## src/rtl/core/tas_pkg.sv

```systemverilog
`default_nettype none

package tas_pkg;

    // CORDIC step count, limited to the length of the arctangent table
    localparam int CordicSteps = 16;
    localparam int TableLen    = 24;
    localparam int StepsEff    = (CordicSteps > TableLen) ? TableLen : CordicSteps;

    // +-90 degrees with 16 fraction bits, and the same in Q7.8
    localparam int AngleLimit = 5898240;
    localparam int OutLimit   = 23040;

    // register indexes on the configuration port
    localparam logic CFG_ALPHA = 1'b0;
    localparam logic CFG_TOL   = 1'b1;

    // one input beat
    typedef struct packed {
        logic signed [15:0] accel_x;
        logic signed [15:0] accel_y;
        logic signed [15:0] accel_z;
    } t_in;

    // one result beat
    typedef struct packed {
        logic signed [15:0] raw_pitch;
        logic signed [15:0] smoothed_pitch;
        logic               level_flag;
    } t_out;

    typedef enum logic [3:0] {
        ST_IDLE,
        ST_SQUARE,
        ST_SQRT_INIT,
        ST_SQRT,
        ST_ROUND,
        ST_CORDIC,
        ST_ANGLE,
        ST_MULT,
        ST_ACCUM,
        ST_DONE
    } t_state;

    // controller to datapath
    typedef struct packed {
        logic load_in;
        logic square;
        logic sqrt_init;
        logic sqrt_step;
        logic cordic_init;
        logic cordic_step;
        logic angle;
        logic mult;
        logic accum;
        logic out_load;
    } t_cmd;

    // datapath to controller
    typedef struct packed {
        logic sqrt_last;
        logic cordic_last;
    } t_status;

    // round(atan(2^-i) * 180/pi * 65536)
    function automatic logic [21:0] atan_entry(input logic [4:0] idx);
        logic [21:0] v;
        case (idx)
            5'd0:    v = 22'd2949120;
            5'd1:    v = 22'd1740967;
            5'd2:    v = 22'd919879;
            5'd3:    v = 22'd466945;
            5'd4:    v = 22'd234379;
            5'd5:    v = 22'd117304;
            5'd6:    v = 22'd58666;
            5'd7:    v = 22'd29335;
            5'd8:    v = 22'd14668;
            5'd9:    v = 22'd7334;
            5'd10:   v = 22'd3667;
            5'd11:   v = 22'd1833;
            5'd12:   v = 22'd917;
            5'd13:   v = 22'd458;
            5'd14:   v = 22'd229;
            5'd15:   v = 22'd115;
            5'd16:   v = 22'd57;
            5'd17:   v = 22'd29;
            5'd18:   v = 22'd14;
            5'd19:   v = 22'd7;
            5'd20:   v = 22'd4;
            5'd21:   v = 22'd2;
            5'd22:   v = 22'd1;
            default: v = 22'd0;
        endcase
        return v;
    endfunction

endpackage

`default_nettype wire

```

## src/rtl/core/tas_ctrl.sv

```systemverilog
`default_nettype none

module tas_ctrl (
    input  wire logic            i_clk,
    input  wire logic            i_rst_n,
    input  wire logic            i_in_valid,
    output logic                 o_in_stall,
    output logic                 o_out_valid,
    input  wire logic            i_out_stall,
    input  wire tas_pkg::t_status i_status,
    output tas_pkg::t_cmd        o_cmd
);
    import tas_pkg::*;

    t_state r_state, n_state;
    logic   r_out_valid, n_out_valid;
    logic   out_free;

    // output register can take a new beat
    assign out_free = !r_out_valid || !i_out_stall;

    // state and output-valid registers
    always_ff @(posedge i_clk) begin
        if (!i_rst_n) begin
            r_state     <= ST_IDLE;
            r_out_valid <= 1'b0;
        end else begin
            r_state     <= n_state;
            r_out_valid <= n_out_valid;
        end
    end

    // next state
    always_comb begin
        n_state = r_state;
        unique case (r_state)
            ST_IDLE:      if (i_in_valid) n_state = ST_SQUARE;
            ST_SQUARE:    n_state = ST_SQRT_INIT;
            ST_SQRT_INIT: n_state = ST_SQRT;
            ST_SQRT:      if (i_status.sqrt_last) n_state = ST_ROUND;
            ST_ROUND:     n_state = ST_CORDIC;
            ST_CORDIC:    if (i_status.cordic_last) n_state = ST_ANGLE;
            ST_ANGLE:     n_state = ST_MULT;
            ST_MULT:      n_state = ST_ACCUM;
            ST_ACCUM:     n_state = ST_DONE;
            ST_DONE:      if (out_free) n_state = ST_IDLE;
            default:      n_state = ST_IDLE;
        endcase
    end

    // commands; input held off while in reset
    always_comb begin
        o_cmd       = '0;
        o_in_stall  = 1'b1;
        n_out_valid = r_out_valid && i_out_stall;
        unique case (r_state)
            ST_IDLE: begin
                o_in_stall     = !i_rst_n;
                o_cmd.load_in  = i_in_valid && i_rst_n;
            end
            ST_SQUARE:    o_cmd.square      = 1'b1;
            ST_SQRT_INIT: o_cmd.sqrt_init   = 1'b1;
            ST_SQRT:      o_cmd.sqrt_step   = 1'b1;
            ST_ROUND:     o_cmd.cordic_init = 1'b1;
            ST_CORDIC:    o_cmd.cordic_step = 1'b1;
            ST_ANGLE:     o_cmd.angle       = 1'b1;
            ST_MULT:      o_cmd.mult        = 1'b1;
            ST_ACCUM:     o_cmd.accum       = 1'b1;
            ST_DONE: begin
                if (out_free) begin
                    o_cmd.out_load = 1'b1;
                    n_out_valid    = 1'b1;
                end
            end
            default: ;
        endcase
    end

    assign o_out_valid = r_out_valid;

endmodule

`default_nettype wire

```

## src/rtl/core/tas_datapath.sv

```systemverilog
`default_nettype none

module tas_datapath (
    input  wire logic             i_clk,
    input  wire logic             i_rst_n,
    input  wire tas_pkg::t_cmd    i_cmd,
    input  wire tas_pkg::t_in     i_in_data,
    input  wire logic [16:0]      i_alpha,
    input  wire logic [14:0]      i_tol,
    output tas_pkg::t_status      o_status,
    output tas_pkg::t_out         o_out_data
);
    import tas_pkg::*;

    localparam logic signed [24:0] ZLim   = 25'(AngleLimit);
    localparam logic signed [24:0] RawLim = 25'(OutLimit);
    localparam logic signed [26:0] AccLim = 27'(AngleLimit);
    localparam logic signed [16:0] SmLim  = 17'(OutLimit);

    // sample and squares
    logic signed [15:0] r_x, r_y, r_z;
    logic [30:0]        r_xx, r_zz;
    logic               r_zero;
    // square root
    logic [61:0]        r_rem, n_rem;
    logic [62:0]        r_q, n_q;
    logic [4:0]         r_cnt;
    // CORDIC
    logic signed [34:0] r_cx, r_cy, n_cx, n_cy;
    logic signed [24:0] r_cz, n_cz;
    // filter
    logic signed [15:0] r_raw, n_raw;
    logic signed [41:0] r_p1, r_p2;
    logic signed [23:0] r_acc, n_acc;
    t_out               r_out, n_out;

    logic signed [31:0] sq_x, sq_z;
    logic [31:0]        sum_s;
    logic [62:0]        bit_v;
    logic [63:0]        trial;
    logic [31:0]        q_rnd;
    logic signed [34:0] dx, dy;
    logic [21:0]        atan_v;
    logic signed [24:0] z_cl, z_rnd, raw_w;
    logic [16:0]        oma;
    logic signed [17:0] oma_s, a_s;
    logic signed [23:0] raw_sc;
    logic signed [42:0] acc_sum;
    logic signed [26:0] acc_sh;
    logic signed [24:0] acc_rnd;
    logic signed [16:0] sm_w;
    logic signed [15:0] sm;
    logic [15:0]        sm_mag;

    // squares of x and z
    assign sq_x  = r_x * r_x;
    assign sq_z  = r_z * r_z;
    assign sum_s = {1'b0, r_xx} + {1'b0, r_zz};

    // one root bit per cycle, trial bit is 4^cnt
    always_comb begin
        bit_v = 63'd1 << {r_cnt, 1'b0};
        trial = {1'b0, r_q} + {1'b0, bit_v};
        if ({2'b00, r_rem} >= trial) begin
            n_rem = r_rem - trial[61:0];
            n_q   = (r_q >> 1) + bit_v;
        end else begin
            n_rem = r_rem;
            n_q   = r_q >> 1;
        end
    end

    // round to nearest
    assign q_rnd = r_q[31:0] + 32'(({2'b00, r_rem} > {1'b0, r_q}));

    // CORDIC vectoring step
    always_comb begin
        dx     = r_cy >>> r_cnt;
        dy     = r_cx >>> r_cnt;
        atan_v = atan_entry(r_cnt);
        if (!r_cy[34]) begin
            n_cx = r_cx + dx;
            n_cy = r_cy - dy;
            n_cz = r_cz + $signed({3'b000, atan_v});
        end else begin
            n_cx = r_cx - dx;
            n_cy = r_cy + dy;
            n_cz = r_cz - $signed({3'b000, atan_v});
        end
    end

    // clamp angle and round to Q7.8
    always_comb begin
        if (r_cz > ZLim)       z_cl = ZLim;
        else if (r_cz < -ZLim) z_cl = -ZLim;
        else                   z_cl = r_cz;
        z_rnd = z_cl + 25'sd128;
        raw_w = z_rnd >>> 8;
        if (raw_w > RawLim)       raw_w = RawLim;
        else if (raw_w < -RawLim) raw_w = -RawLim;
        n_raw = r_zero ? 16'sd0 : raw_w[15:0];
    end

    // filter weights
    assign oma    = 17'd65536 - i_alpha;
    assign oma_s  = $signed({1'b0, oma});
    assign a_s    = $signed({1'b0, i_alpha});
    assign raw_sc = $signed({r_raw, 8'h00});

    // accumulator update
    always_comb begin
        acc_sum = 43'(r_p1) + 43'(r_p2) + 43'sd32768;
        acc_sh  = $signed(acc_sum[42:16]);
        if (acc_sh > AccLim)       acc_sh = AccLim;
        else if (acc_sh < -AccLim) acc_sh = -AccLim;
        n_acc = acc_sh[23:0];
    end

    // smoothed pitch and level test
    always_comb begin
        acc_rnd = 25'(r_acc) + 25'sd128;
        sm_w    = $signed(acc_rnd[24:8]);
        if (sm_w > SmLim)       sm_w = SmLim;
        else if (sm_w < -SmLim) sm_w = -SmLim;
        sm     = sm_w[15:0];
        sm_mag = sm[15] ? 16'(-sm) : 16'(sm);
        n_out.raw_pitch      = r_raw;
        n_out.smoothed_pitch = sm;
        n_out.level_flag     = (sm_mag <= {1'b0, i_tol});
    end

    // filter state
    always_ff @(posedge i_clk) begin
        if (!i_rst_n) begin
            r_acc <= '0;
        end else if (i_cmd.accum) begin
            r_acc <= n_acc;
        end
    end

    // step counter
    always_ff @(posedge i_clk) begin
        if (!i_rst_n) begin
            r_cnt <= '0;
        end else if (i_cmd.sqrt_init) begin
            r_cnt <= 5'd31;
        end else if (i_cmd.sqrt_step) begin
            r_cnt <= r_cnt - 5'd1;
        end else if (i_cmd.cordic_init) begin
            r_cnt <= '0;
        end else if (i_cmd.cordic_step) begin
            r_cnt <= r_cnt + 5'd1;
        end
    end

    // working registers
    always_ff @(posedge i_clk) begin
        if (i_cmd.load_in) begin
            r_x <= i_in_data.accel_x;
            r_y <= i_in_data.accel_y;
            r_z <= i_in_data.accel_z;
        end
        if (i_cmd.square) begin
            r_xx <= sq_x[30:0];
            r_zz <= sq_z[30:0];
        end
        if (i_cmd.sqrt_init) begin
            r_rem  <= {sum_s, 30'd0};
            r_q    <= '0;
            r_zero <= (sum_s == 32'd0) && (r_y == 16'sd0);
        end else if (i_cmd.sqrt_step) begin
            r_rem <= n_rem;
            r_q   <= n_q;
        end
        if (i_cmd.cordic_init) begin
            r_cx <= $signed({3'b000, q_rnd});
            r_cy <= $signed({{4{r_y[15]}}, r_y, 15'd0});
            r_cz <= '0;
        end else if (i_cmd.cordic_step) begin
            r_cx <= n_cx;
            r_cy <= n_cy;
            r_cz <= n_cz;
        end
        if (i_cmd.angle) begin
            r_raw <= n_raw;
        end
        if (i_cmd.mult) begin
            r_p1 <= r_acc * oma_s;
            r_p2 <= raw_sc * a_s;
        end
        if (i_cmd.out_load) begin
            r_out <= n_out;
        end
    end

    assign o_status.sqrt_last   = (r_cnt == 5'd0);
    assign o_status.cordic_last = (r_cnt == 5'(StepsEff - 1));
    assign o_out_data           = r_out;

endmodule

`default_nettype wire

```

## src/rtl/core/accel_tilt_angle_smoother_top.sv

```systemverilog
// Tilt angle smoother: pitch by root and CORDIC vectoring, then exponential filter.
// A sample is taken only from IDLE: the bit-serial square root and the iterative CORDIC
// run to completion first, so the next beat waits for DONE and a free output register.
// Reset (synchronous, active low): idle, no result pending, filter state zero,
// alpha 6554 and tolerance 128. No clearing pass.
`default_nettype none

module accel_tilt_angle_smoother_top (
    input  wire logic          i_clk,
    input  wire logic          i_rst_n,
    input  wire logic          i_in_valid,
    output logic               o_in_stall,
    input  wire tas_pkg::t_in  i_in_data,
    output logic               o_out_valid,
    input  wire logic          i_out_stall,
    output tas_pkg::t_out      o_out_data,
    input  wire logic          i_cfg_we,
    input  wire logic          i_cfg_index,
    input  wire logic [16:0]   i_cfg_wdata
);
    import tas_pkg::*;

    logic [16:0] r_alpha;
    logic [14:0] r_tol;
    logic [16:0] alpha_eff;
    t_cmd        cmd;
    t_status     status;

    // configuration registers
    always_ff @(posedge i_clk) begin
        if (!i_rst_n) begin
            r_alpha <= 17'd6554;
            r_tol   <= 15'd128;
        end else if (i_cfg_we) begin
            unique case (i_cfg_index)
                CFG_ALPHA: r_alpha <= i_cfg_wdata;
                CFG_TOL:   r_tol   <= i_cfg_wdata[14:0];
                default: ;
            endcase
        end
    end

    // weight above 1.0 counts as 1.0
    assign alpha_eff = (r_alpha > 17'd65536) ? 17'd65536 : r_alpha;

    tas_ctrl u_ctrl (
        .i_clk       (i_clk),
        .i_rst_n     (i_rst_n),
        .i_in_valid  (i_in_valid),
        .o_in_stall  (o_in_stall),
        .o_out_valid (o_out_valid),
        .i_out_stall (i_out_stall),
        .i_status    (status),
        .o_cmd       (cmd)
    );

    tas_datapath u_datapath (
        .i_clk      (i_clk),
        .i_rst_n    (i_rst_n),
        .i_cmd      (cmd),
        .i_in_data  (i_in_data),
        .i_alpha    (alpha_eff),
        .i_tol      (r_tol),
        .o_status   (status),
        .o_out_data (o_out_data)
    );

endmodule

`default_nettype wire

```

## config.mk

```make
export PLATFORM = sky130hd
export DESIGN_NAME = accel_tilt_angle_smoother_top
export DESIGN_NICKNAME = d
export VERILOG_FILES = /design/src/rtl/core/tas_pkg.sv /design/src/rtl/core/tas_ctrl.sv /design/src/rtl/core/tas_datapath.sv /design/src/rtl/core/accel_tilt_angle_smoother_top.sv
export SDC_FILE = /design/constraint.sdc
export NUM_CORES = 2
export LEC_CHECK = 0
export ABC_CLOCK_PERIOD_IN_PS = 9450
export BUFFER_PORTS_ARGS = -buffer_cell sky130_fd_sc_hd__buf_4
export CAP_MARGIN = 20
export CORE_MARGIN = 8
export CORE_UTILIZATION = 40
export CTS_CLUSTER_SIZE = 30
export DETAILED_ROUTE_END_ITERATION = 7
export GPL_TIMING_DRIVEN = 0
export HOLD_SLACK_MARGIN = 0.03
export PLACE_DENSITY_LB_ADDON = 0.25
export SLEW_MARGIN = 30
export SYNTH_ARGS = -nofsm -noshare
export SYNTH_HDL_FRONTEND = slang
export SYNTH_SLANG_ARGS = --single-unit
```

## constraint.sdc

```tcl
create_clock -name i_clk -period 9.45 [get_ports i_clk]
set_input_delay 0.4725 -clock i_clk [delete_from_list [all_inputs] [get_ports i_clk]]
set_output_delay 0.4725 -clock i_clk [all_outputs]
set_load 0.005 [all_outputs]
```

---- Yosys cells after proc, flatten, opt, wreduce, memory -nomap -nowiden ----
Memories as Yosys holds them, arrays and structs flattened. A register that Yosys moved wholly into a read port is not among the register bits.
Cells that the tools add are included.
storage, ports and cells
  output and inout bits ................... 35
  word-level logic and storage cells ...... 150
  flip-flop bits (word level) ............. 522
  memories ................................ 1
  memory bits (read-only) ................. 704
operators by class
  $lt $le $gt $ge ......................... 12
  shift-type cells ........................ 3
  $mul .................................... 4
  add/subtract/negate cells ............... 19
  muxes and demuxes ....................... 46
  equality and inequality tests ........... 14
  reductions and logical operators ........ 22
  bitwise operators ....................... 1
memory list
  memory            depth  bits a word  read ports  clocked after memory_dff  wr ports  RTL line       text
  (name not given)  32     22           1           1                         0         tas_pkg.sv:68  case (idx)
operator list
  operator                  count
  $mux W62                  3
  $mux W35                  4
  $mux W25                  3
  $add A35 B35 Y35          2
  $sshr A35 B5 Y35          2
  $sub A35 B35 Y35          2
  $add A63 B63 Y64          1
  $ge A62 B64 Y1            1
  $mux W16                  4
  $mux W32                  2
  $add A62 B63 Y63          1
  $gt A62 B63 Y1            1
  $mux W63                  1
  $shl A1 B6 Y63 const A    1
  $mul A16 B16 Y31          2
  $sub A62 B62 Y62          1
  $mux W24                  2
  $add A42 B42 Y43          1
  $add A43 B17 Y43 const B  1
  $mul A24 B18 Y42          1
  $pmux W4 S10              1
  $gt A17 B16 Y1 const B    2
  $lt A17 B16 Y1 const B    2
  $mul A16 B18 Y34          1
  other kinds (42)          79

---- Longest topological paths before layout ----
  depth after elaboration ................. 8
  depth in mapped cells ................... 37
  depth with buffers taken out ............ 35

---- Hierarchy ----
A second synthesis with hierarchy kept.
unflattened totals
  cells, all modules ...................... 9542
  area, all modules ....................... 85167.9 um2
modules (own cells, without submodules)
  module                         area an instance (um2)  instances  cells each  sequential area each (um2)
  tas_datapath                   83411.2                 1          9329        13052.5
  accel_tilt_angle_smoother_top  1382.6                  1          165         640.6
  tas_ctrl                       374.1                   1          48          100.1

---- Worst setup path after synthesis ----
No wires, ideal clock.
  path kind ............................... reg-to-reg
  start point ............................. reg u_datapath.r_cnt[2]
  end point ............................... reg u_datapath.r_rem[30], enable pin
  data required time ...................... 8.972 ns
  clock period less this slack ............ 8.233 ns
  cell stages (with the launch flop) ...... 36
  arrival time ............................ 7.755 ns
  slack ................................... 1.217 ns
  library setup time ...................... 0.478 ns
  path through ............................ dfxtp_1 clkbuf_8 inv_1 clkbuf_8 buf_2 buf_1 clkbuf_1 ha_1 and2_1 ha_1 nand4_1 o31ai_1 o31ai_1 nor2_1 nor2_1 o21ba_2 o21ba_2 o21ba_2 o21bai_1 a211o_1 xnor2_1 ha_1 clkbuf_1 a2111oi_0 o21ai_0 a41oi_1 o211ai_1 a211oi_1 o32a_1 a21boi_0 nand4b_1 o21a_1 or2_2 buf_2 buf_1 nand2_1
between the ends
  word-level cells in the longest chain between the ends .. 5
RTL lines
  item                                 RTL line             text
  from (decl)                          tas_datapath.sv:27   logic [4:0] r_cnt;
  from (signal assigned)               tas_datapath.sv:148  r_cnt <= r_cnt - 5'd1;
  from (signal assigned)               tas_datapath.sv:152  r_cnt <= r_cnt + 5'd1;
  $shl A1 B6 Y63                       tas_datapath.sv:62   bit_v = 63'd1 << {r_cnt, 1'b0};
  $add A63 B63 Y64                     tas_datapath.sv:63   trial = {1'b0, r_q} + {1'b0, bit_v};
  $ge A62 B64 Y1                       tas_datapath.sv:64   if ({2'b00, r_rem} >= trial) begin
  $reduce_bool A2 Y1 (no source line)  -
  $reduce_and A2 Y1 (no source line)   -
  to (signal assigned)                 tas_datapath.sv:168  r_rem <= {sum_s, 30'd0};
  to (signal assigned)                 tas_datapath.sv:172  r_rem <= n_rem;
  to (decl)                            tas_datapath.sv:25   logic [61:0] r_rem, n_rem;
Every way passes these cells.
A chain may end at the register's enable or synchronous reset.

---- Worst setup path in the final report ----
  start point ............................. reg u_datapath.r_cnt[4]
  end point ............................... reg u_datapath.r_rem[58], enable pin
The elaborated chain is that of the path after synthesis.

==> impl_results.rst <==
.. list-table::
   :header-rows: 1

   * - Metric
     - Value
   * - Nature of the critical path endpoint
     - flop
   * - Worst min-delay path startpoint
     - i_out_stall
   * - Nets in the synthesized netlist
     - about 12,000
   * - Ys flop type
     - sky130_fd_sc_hd__edfxtp_1
   * - Die Outline Area
     - about 230,000 µm²
   * - Wire length of the first global-routing pass
     - about 430,000 µm
   * - Leakage power total
     - between 40 and 50 nW
   * - Stage delay of the slowest cell on the critical path
     - between 500 and 600 ps
   * - Max-Cap Viols
     - 0
   * - Total gr overflow
     - 0
   * - Clock network latency to the later pin of the worst-skew pair
     - between 700 and 800 ps
   * - Placer Congestion
     - 1.01
   * - Cells taking the most area after synthesis
     - sky130_fd_sc_hd__fa_1 25%, sky130_fd_sc_hd__ha_1 12%, sky130_fd_sc_hd__edfxtp_1 11%
   * - Number of placement rows
     - 169
   * - Critical path class
     - flop to flop
   * - Number of slew-limit violations in the final report
     - 0
   * - Worst setup slack for register-to-register paths
     - about 110 ps
   * - Num ports
     - about 110
   * - Post-DP Area
     - approximately 90,000 µm²
   * - Met3 usage
     - under 10%
   * - Power per standard cell area
     - ~340 nW/µm²
   * - Count of unique library cells instantiated by Yosys
     - around 110
   * - Endpoint of the worst register-to-register path
     - u_datapath.r_rem[58]$_DFFE_PP_
   * - Upper clock frequency limit
     - 0.107 GHz
   * - Buffers plus inverters on the worst setup path
     - 9
   * - Share of post-route cells with drive strength above 1
     - between 6 and 7%
   * - Element type at the critical path start
     - flop
   * - Proportion of register bits with asynchronous set or reset after synthesis
     - 0%
   * - Final critical delay including setup and external delays
     - ~9300 ps
   * - Instance count along the most critical hold path
     - 3
   * - Measured slew at the worst slew-check pin
     - about 1000 ps
   * - Hold path endpoint
     - u_ctrl.o_out_valid$_SDFF_PN0_
   * - Type of the tightest min-delay check
     - input port to flop
   * - Post-layout net count
     - roughly 12,000
   * - Antenna violations before repair
     - 10
   * - Setup slack of the critical path after layout
     - 110 ps
   * - Antenna viol nets, final
     - 0
   * - Worst-case setup slack after placement
     - -2860 ps
   * - Via count of the first global-routing pass
     - ~73,000
   * - Area of the multi-input gates
     - around 65,000 µm²
   * - Post-DR wirelength/cell
     - roughly 22 µm
   * - Initial DRC count
     - between 5,000 and 6,000
   * - Worst Reg2Reg Path Length in Cells
     - 34
   * - Maximum vdd drop
     - 702 µV
   * - Library cell with the highest instance count after synthesis
     - sky130_fd_sc_hd__inv_1
   * - Root buf cell
     - sky130_fd_sc_hd__clkbuf_16
   * - Fraction of met2 tracks used by global routing
     - slightly above 40%
   * - Count of buffers from port buffering
     - between 100 and 150
   * - Family of cells with the greatest summed delay on the critical path
     - compound AO/OA/AOI/OAI gates
   * - Overall die width
     - between 400 and 500 µm
   * - CTS buffer count
     - 76
   * - Combined global-route utilization of all metal layers
     - 24.0%
   * - Clk pin slew, worst setup/hold paths
     - 60 ps
   * - Design area
     - about 94,000 µm²
   * - Netlist Area Pre-Place
     - between 80,000 and 90,000 µm²
   * - Via-per-instance ratio
     - 5.54
   * - Crit path top cell by count
     - sky130_fd_sc_hd__o21ba_2
   * - Worst-case clock skew
     - about 33 ps
   * - DRC violations left
     - 0
   * - Hold violation total from the final report
     - 0
   * - Finished Core Util
     - approximately 44%
   * - Number of detailed-route iterations in the first pass
     - 6
   * - Sequential cell area
     - between 10,000 and 15,000 µm²
   * - Final setup violation count
     - 0
   * - Data required, critical path
     - approximately 9900 ps
   * - Critical Path Fanout Max
     - 19
   * - Final routed wirelength across all metal layers
     - approximately 280,000 µm
   * - Die Height
     - 478 µm
   * - Detailed-placement wirelength estimate
     - between 200,000 and 250,000 µm
   * - Number of clock sinks seen by CTS
     - 534
   * - Synth Instances
     - about 9,600
   * - Setup repair after global routing missed its margin
     - yes
   * - Filler cells
     - around 21,000
   * - Fraction of post-synthesis cell area in the top cell type by area
     - approximately 25%
   * - Depth of the CTS H-tree
     - 3
   * - Share of the clock period used by the worst path after layout
     - between 90% and 100%
   * - Origin of the critical flop-to-flop path
     - u_datapath.r_cnt[4]$_SDFFE_PN0N_
   * - Clock tree from TritonCTS
     - yes
   * - Yosys warns
     - 0
   * - CORE AREA
     - between 200,000 and 250,000 µm²
   * - Startpoint of the worst setup timing path
     - u_datapath.r_cnt[4]$_SDFFE_PN0N_
   * - Global-route layer with the greatest usage
     - met2
   * - Met1 usage in global routing
     - between 30% and 40%
   * - Mean post-synth cell area
     - approximately 8.9 µm²
   * - DR vias
     - a little over 70,000
   * - Largest net degree at the start of global routing
     - 38
   * - Share of synthesized area occupied by flip-flops and latches
     - between 15 and 20%
   * - Crit path max-delay cell type
     - sky130_fd_sc_hd__a311oi_1
   * - Initial core utilization
     - between 40% and 50%
   * - Flops & latches, synth
     - around 530
   * - Post-synth EDFFs
     - slightly above 300
   * - Sum of negative setup slack
     - 0 ps
   * - Worst slew slack as a fraction of its limit
     - a little under a third
   * - Area leader, netlist
     - sky130_fd_sc_hd__fa_1
   * - Buffer depth of the longest clock path
     - 3
   * - Status
     - complete, no violations
   * - Top post-synthesis cells by count
     - 1,502 x sky130_fd_sc_hd__inv_1, 1,077 x sky130_fd_sc_hd__fa_1, 1,047 x sky130_fd_sc_hd__nand2_1
   * - Area growth from synthesis to final layout
     - 9.89%
   * - Worst endpoint data arrival time
     - about 9800 ps
==> per-layer routing <==
layer	up-vias	wire [µm]
met5	-	0
met4	0	12100
met3	544	18000
met2	2498	133000
met1	35200	116000
li1	32500	-
==> worst register-to-register path: cells and delay by family (launching register included) <==
family	cells	cell delay, ps
AO/OA/AOI/OAI	16	4340
buffers and inverters	9	2360
AND/OR/NAND/NOR	6	1130
adder cells (fa/ha/maj)	2	580
flip-flops	1	400
XOR/XNOR	1	260
==> worst max-delay path by stage <==
| stage | endpoint | slack [ps] | cells after the start |
|---|---|---|---|
| after floorplan | u_datapath.r_rem[30]$_DFFE_PP_ | 1220 | 35 |
| after global placement | u_datapath.r_rem[48]$_DFFE_PP_ | -3420 | 30 |
| after detailed placement | u_datapath.r_rem[48]$_DFFE_PP_ | -2860 | 31 |
| after CTS | u_datapath.r_p1[41]$_DFFE_PP_ | 10 | 34 |
| after global routing | u_datapath.r_rem[20]$_SDFFE_PP0P_ | -90 | 33 |
| final | u_datapath.r_rem[58]$_DFFE_PP_ | 110 | 34 |
==> area by class of cell <==
cell class / instances / area share, %
clock inverter: 38 / 0.507
inverter: 1509 / 6.04
clock buffer: 104 / 2.26
multi-input combinational: 7154 / 68.8
tap: 2821 / 3.76
timing repair buffer: 197 / 1.96
sequential: 534 / 14.7
antenna: 6 / 0.0160
buffer: 397 / 1.94
==> flip-flops by register name (all words and copies together) (netlist names), 17 cells and up <==
signal                 flops
r_alpha                   17
u_datapath.r_p2           34
u_datapath.r_xx           30
u_datapath.r_cz           25
u_datapath.r_rem          62
u_datapath.o_out_data     33
u_datapath.r_zz           30
u_datapath.r_acc          24
u_datapath.r_cy           35
u_datapath.r_q            63
u_datapath.r_cx           35
u_datapath.r_p1           34
u_datapath.atan_v         22
==> layout by cell type, fill, tap and decap left out, types with 90 or more instances in the layout <==
| master | count |
|---|---|
| sky130_fd_sc_hd__a211oi_1 | 90 |
| sky130_fd_sc_hd__a31oi_1 | 104 |
| sky130_fd_sc_hd__o21ai_0 | 393 |
| sky130_fd_sc_hd__and3_1 | 130 |
| sky130_fd_sc_hd__inv_1 | 1502 |
| sky130_fd_sc_hd__and2_1 | 349 |
| sky130_fd_sc_hd__edfxtp_1 | 310 |
| sky130_fd_sc_hd__a21o_1 | 184 |
| sky130_fd_sc_hd__xnor2_1 | 384 |
| sky130_fd_sc_hd__a21oi_1 | 496 |
| sky130_fd_sc_hd__nand3_1 | 154 |
| sky130_fd_sc_hd__buf_4 | 129 |
| sky130_fd_sc_hd__nand2_1 | 1046 |
| sky130_fd_sc_hd__ha_1 | 804 |
| sky130_fd_sc_hd__nor2_1 | 492 |
| sky130_fd_sc_hd__dfxtp_1 | 212 |
| sky130_fd_sc_hd__nor3_1 | 120 |
| sky130_fd_sc_hd__fa_1 | 1076 |
| sky130_fd_sc_hd__nor2b_1 | 91 |
| sky130_fd_sc_hd__clkbuf_1 | 314 |
| sky130_fd_sc_hd__xor2_1 | 184 |
==> through the flow <==
stage	hold WS, ps	total power, W	std cells
detailed placement	452	0.0290	12500
global route	115	0.0353	12800
global placement	447	0.0286	12500
finish	140	0.0322	12800
CTS	82.5	0.0323	12800
floorplan	424	0.0223	9602
==> cells by family after synthesis <==
logic type | synth area share [%]
flops | 16.2
simple gates | 15.4
mux | 3.70
buf+inv | 8.68
xor+xnor | 5.96
compound gates | 13.0
fa+ha+maj | 37.0
==> where the power goes <==
part	switching (W)	internal, W	total [W]
clock	0.00128	0.00178	0.00306
sequential	0.000533	0.00387	0.00440
combinational	0.0145	0.0102	0.0247
total	0.0163	0.0158	0.0322
==> timing repair <==
item / CTS / global route
endpoints found under the hold margin: 78 / 0
setup endpoints to repair: 178 / 165
hold buffers: 65 / 0
pin swaps: 3 / 3
gates resized for setup: 69 / 88
setup buffers: 4 / 4
Power figures use the tool's default switching activity.
